$ cat src/sv/cia_pkg.sv
package cia_pkg;

    // Operand and half-word widths.
    localparam int DATA_W = 64;
    localparam int HALF_W = 32;

    // Operation codes carried on the cmd field.
    typedef enum logic [1:0] {
        CMD_ADD = 2'd0,
        CMD_SUB = 2'd1,
        CMD_NEG = 2'd2,
        CMD_MUL = 2'd3
    } t_cmd;

    // Results of the operand preparation stage.
    typedef struct packed {
        logic              sgn;
        logic [DATA_W-1:0] arith_r;
        logic              arith_ovf;
        logic [DATA_W-1:0] mag_a;
        logic [DATA_W-1:0] mag_b;
        logic              neg;
    } t_front;

    // Fields that travel alongside the multiplier stages.
    typedef struct packed {
        logic              wide;
        logic              sgn;
        logic              is_mul;
        logic              clr;
        logic [DATA_W-1:0] arith_r;
        logic              arith_ovf;
        logic              neg;
    } t_side;

    // Load enables for the multiplier stages.
    typedef struct packed {
        logic ld_pp;
        logic ld_sum;
    } t_mul_en;

endpackage

$ cat src/sv/cia_front.sv
module cia_front (
    input  cia_pkg::t_cmd                 i_cmd,
    input  logic                          i_is_signed,
    input  logic                          i_is_wide,
    input  logic [cia_pkg::DATA_W-1:0]    i_operand_a,
    input  logic [cia_pkg::DATA_W-1:0]    i_operand_b,
    output cia_pkg::t_front               o_front
);
    import cia_pkg::*;

    logic              sgn;
    logic [DATA_W-1:0] x;
    logic [DATA_W-1:0] y;
    logic [DATA_W-1:0] lhs;
    logic [DATA_W-1:0] rhs;
    logic              cin;
    logic [DATA_W:0]   sum;
    logic [DATA_W-1:0] r;
    logic              carry;
    logic              vflag;
    logic              ovf_wide;
    logic              ovf_narrow;

    // Negate is always a signed operation.
    assign sgn = i_is_signed || (i_cmd == CMD_NEG);

    // In 32-bit mode the low halves are sign or zero extended to full width,
    // so that the full-width arithmetic below is exact.
    always_comb begin
        if (i_is_wide) begin
            x = i_operand_a;
            y = i_operand_b;
        end else if (sgn) begin
            x = {{HALF_W{i_operand_a[HALF_W-1]}}, i_operand_a[HALF_W-1:0]};
            y = {{HALF_W{i_operand_b[HALF_W-1]}}, i_operand_b[HALF_W-1:0]};
        end else begin
            x = {{HALF_W{1'b0}}, i_operand_a[HALF_W-1:0]};
            y = {{HALF_W{1'b0}}, i_operand_b[HALF_W-1:0]};
        end
    end

    // One shared adder serves add, subtract and negate.
    always_comb begin
        unique case (i_cmd)
            CMD_ADD: begin
                lhs = x;
                rhs = y;
                cin = 1'b0;
            end
            CMD_NEG: begin
                lhs = '0;
                rhs = ~x;
                cin = 1'b1;
            end
            default: begin
                lhs = x;
                rhs = ~y;
                cin = 1'b1;
            end
        endcase
    end

    assign sum   = {1'b0, lhs} + {1'b0, rhs} + {{DATA_W{1'b0}}, cin};
    assign r     = sum[DATA_W-1:0];
    assign carry = sum[DATA_W];
    assign vflag = (lhs[DATA_W-1] == rhs[DATA_W-1]) && (r[DATA_W-1] != lhs[DATA_W-1]);

    // Overflow of the full-width operations: signed overflow, carry on an
    // unsigned add and borrow on an unsigned subtract.
    assign ovf_wide = sgn ? vflag : ((i_cmd == CMD_ADD) ? carry : !carry);

    // In 32-bit mode the exact result fits when the extended bits agree.
    assign ovf_narrow = sgn ? !((&r[DATA_W-1:HALF_W-1]) || !(|r[DATA_W-1:HALF_W-1]))
                            : ((i_cmd == CMD_ADD) ? r[HALF_W] : r[DATA_W-1]);

    // Magnitudes and product sign feed the multiplier.
    always_comb begin
        o_front.sgn       = sgn;
        o_front.arith_r   = i_is_wide ? r : {{HALF_W{1'b0}}, r[HALF_W-1:0]};
        o_front.arith_ovf = i_is_wide ? ovf_wide : ovf_narrow;
        o_front.mag_a     = (sgn && x[DATA_W-1]) ? (~x + 1'b1) : x;
        o_front.mag_b     = (sgn && y[DATA_W-1]) ? (~y + 1'b1) : y;
        o_front.neg       = sgn && (x[DATA_W-1] ^ y[DATA_W-1]);
    end

endmodule

$ cat config.mk
export PLATFORM = sky130hd
export DESIGN_NAME = cia_front
export DESIGN_NICKNAME = d
export VERILOG_FILES = /design/src/sv/cia_pkg.sv /design/src/sv/cia_front.sv
export SDC_FILE = /design/constraint.sdc
export NUM_CORES = 1
export LEC_CHECK = 0
export BUFFER_PORTS_ARGS = -buffer_cell sky130_fd_sc_hd__buf_4
export CORE_ASPECT_RATIO = 0.9
export CORE_MARGIN = 2
export CORE_UTILIZATION = 40
export DETAILED_ROUTE_END_ITERATION = 8
export GPL_TIMING_DRIVEN = 0
export PLACE_DENSITY_LB_ADDON = 0.12
export SLEW_MARGIN = 30
export SYNTH_ARGS = -nofsm -noshare
export SYNTH_HDL_FRONTEND = slang
export SYNTH_SLANG_ARGS = --single-unit
$ cat constraint.sdc
create_clock -name vclk -period 6.7
set_input_delay 0.67 -clock vclk [all_inputs]
set_output_delay 0.67 -clock vclk [all_outputs]
set_load 0.02 [all_outputs]
Word level (Yosys, flattened, before mapping):

Cells that the tools add are included.

* add/subtract/negate cells: 4
* multipliers: 0
* divide/modulo/power cells: 0
* magnitude comparators: 0
* eq/ne operators: 3
* shift operators: 0
* multiplexer cells: 15
* bitwise gates (word level): 3
* reduce and logical (&&, ||, !) cells: 12

Operators by type and width (number)
* two-way mux 64 bit: 8
* adder 64 x 1 -> 64 bit, second input constant: 2
* NOT 64 bit: 2
* case mux 64 bit (2 select lines): 1
* adder 64 x 64 -> 65 bit: 1
* adder 65 x 1 -> 65 bit: 1
* AND reduction 33 bit: 1
* OR reduction 33 bit: 1
* two-way mux 1 bit: 6
* logical AND 1 bit: 4
* logical NOT 1 bit: 3
* equality test 2 bit, second input constant: 1
* logical NOT 2 bit: 1
* logical OR 1 bit: 2
* equality test 1 bit: 1
* inequality test 1 bit: 1
* bitwise XOR 1 bit: 1

* bits in registers: 0
* bits in latches: 0
* RAM bits: 0
* ROM bits: 0
* input bits: 132
* output and inout bits: 195
* logic and storage cells: 37
* memories: 0

Longest topological paths before layout:

* word-level depth: 14
* gate-level depth with buffers: 25
* gate-level depth less buffers: 21

Worst setup path before layout:

No wires, ideal clock.

* kind: input-to-output
* from: input port i_cmd[0]
* to: output port o_front[129] (netlist name)
* data arrival time: 5803 ps
* data required time: 6030 ps
* setup slack: 227 ps
* stages: 24
* cell sequence: clkbuf_1 > nor2b_1 > clkbuf_1 > nor2_1 > nor2_1 > and2_1 > clkbuf_1 > buf_1 > clkbuf_1 > a21oi_1 > a211oi_1 > a21oi_1 > ha_1 > clkbuf_1 > nand2_1 > o21a_1 > o21ai_0 > a2111o_1 > or4_1 > o21a_1 > xnor2_1 > or4b_1 > nor4_1 > o31ai_1

RTL lines
* from (decl): RTL line cia_front.sv:2 `input cia_pkg::t_cmd i_cmd,`
* to (decl): RTL line cia_front.sv:7 `output cia_pkg::t_front o_front`

==> metrics <==
run status complete, no violations; Die ar. 0.0269 mm²; Fill cells around 2,600; dpl cells about 2,400; Mapped Nets 1,896; maximum clock frequency 0.152 GHz; final slew viol count 0; Core ar. 0.0252 mm²; # clk buffers 0; Hold Path Cell Cnt 3; Final ANT Viol Nets 0; CP max FO 10; Max rail drop VDD between 90 and 100 µV; leading cell type in the layout, fill and taps excluded buf_4; post-layout util 54.8%; Top delay family on crit path compound AO/OA/AOI/OAI gates; post-DP HPWL between 40,000 and 50,000 µm; PwrDens 164 mW/mm²; largest net degree at the start of global routing 11; switching power 1.42 mW; Die Wd around 170 µm; Sw Ratio a little over three fifths; Total Nets Final 2,226; Hold Buf Count CTS 0; final setup vio count 0; DRC 0; setup slack after layout ~110 ps; num ports 327; global-route wire length before repair between 80,000 and 90,000 µm; port bufs approximately 320; Critical Path Start Type input pin; Buf/Inv on CP 8; initial antenna violation count 3; Routed WL per cell 23.8 µm; Cells after Synth 1,697; Fin Setup TNS 0 ps; Routed WL between 50,000 and 60,000 µm; most frequent cells in the layout buf_4, nor2_1, a21oi_1, nand2_1; initial core utilization slightly above 40%; DR vias/cell approximately 6.3; total grt overflow 0; critical hold path startpoint i_operand_a[18]; Setup crit end kind primary output; fin crit share between 90 and 100%; Comb pwr share 100.0%; Via Count between 10,000 and 15,000; syn avg cell area 6.05 µm²; Critical Path, Cell by Cell buf_4 -> clkbuf_4 -> buf_4 -> clkbuf_4 -> clkbuf_4 -> clkbuf_8 -> nand2_1 -> a21oi_1 -> a31oi_1 -> a21oi_2 -> ha_1 -> clkbuf_2 -> nand2_1 -> o21a_1 -> o21ai_0 -> a2111o_1 -> or4_1 -> o21a_1 -> xnor2_2 -> or4b_1 -> nor4_2 -> o31ai_1 -> buf_4; drt pass-1 iters 6; Worst Tran Pin Value ~950 ps; slew margin rel. 36.3%; Rows 55; vias in the first global route 13,300; die extent in y 156 µm; area of the multi-input gates approximately 0.010 mm²; Fin. Hold Viols 0; P_leak ~6.0 nW; synthesized cell area around 0.01 mm²; Place WS -1950 ps; final cell count without fillers 2,369; share of post-route cells with drive strength above 1 25.8%; HP Class input pin to primary output; sequential power share 0%; WHS Endpoint o_front[83]; cell internal pwr 845 µW; post-synthesis sequential area ratio 0%; synth unique cells between 80 and 90; Clk pwr share 0%; CP Data Required Time around 6000 ps; Crit-path slowest cell or4b_1; CP Data Arrival Time 5920 ps; gr usage total 38.9%; worst hold slack 1660 ps; seq_cells 0; slowest stage delay, CP around 540 ps; Syn-to-layout area delta 34.6%; register area 0 µm²; Max Cap Viol 0; routability cong. approximately 1.1; crit path time final 6590 ps; Crit Path Category input pin to primary output; DRT iter0 DRCs 2,040; YS warnings 0
==> logic make-up (layout without fill, tap and decap cells) <==
family / Yosys count / in the layout / share of synthesized area, %
multiplexers: 50 / 50 / 5.00
adder cells (fa/ha/maj): 67 / 67 / 8.32
buffers and inverters: 177 / 505 / 6.93
AND/OR/NAND/NOR: 670 / 670 / 31.5
XOR/XNOR: 167 / 167 / 14.3
AO/OA/AOI/OAI: 566 / 566 / 34.0
other: 0 / 2 / 0
==> metal layers <==
metal | track usage (%) | vias to the layer above | part of all wire, %
li1 | - | 6784 | -
met1 | 56.7 | 7015 | 44
met2 | 57.9 | 1081 | 41
met3 | 8.63 | 109 | 13
met4 | 8.56 | 0 | 2.5
met5 | 0 | - | 0
==> worst max-delay path by stage <==
stage | start | slack, ps | cells after the start | endpoint
finish | i_is_wide | 110 | 23 | o_front[129]
global route | i_cmd[0] | -10 | 26 | o_front[129]
CTS | i_cmd[0] | 5 | 24 | o_front[129]
detailed placement | i_cmd[0] | -1950 | 25 | o_front[129]
global placement | i_cmd[0] | -2000 | 25 | o_front[129]
floorplan | i_cmd[0] | 230 | 24 | o_front[129]
==> area by class of cell <==
cell class / count / area share (%)
diodes: 2 / 0.0363
plain buffers: 100 / 3.97
inverters: 68 / 1.88
multi-input cells: 1520 / 72.7
well taps: 342 / 3.10
repair buffers: 337 / 18.3
==> power by group through the flow <==
stage          sequential [mW]  combinational, mW     clock, mW
6_report                     0               2.26  0.0000000400
5_1_grt                      0               2.39  0.0000000400
4_1_cts                      0               2.16             0
3_5_place_dp                 0               2.11             0
3_3_place_gp                 0               2.10             0
2_1_floorplan                0               1.30             0
==> Yosys cell counts (25+ instances only) <==
library cell	count	share of area, %
nand2_1	178	6.5
and2_1	31	1.9
nand4_1	41	2.5
o21ai_0	116	5.7
ha_1	65	7.9
mux2i_1	40	3.9
clkbuf_1	68	2.5
a21oi_1	243	12
nor2_1	219	8.0
nor3_1	48	2.3
xnor2_1	112	9.6
a211oi_1	28	2.0
a31oi_1	25	1.5
inv_1	68	2.5
nor2b_1	40	2.4
xor2_1	55	4.7
==> repair_timing <==
action	4_1_cts	5_1_grt
endpoints found under the setup margin	31	1
resized for setup	105	83
buffers inserted	5	9
pin swaps	4	14
==> through the flow <==
step	cell area, µm²	power, mW
4_1_cts	13500	2.16
3_5_place_dp	13100	2.11
3_3_place_gp	13100	2.10
2_1_floorplan	10300	1.30
6_report	13800	2.26
5_1_grt	13800	2.39
(Power assumes the default switching activity.)
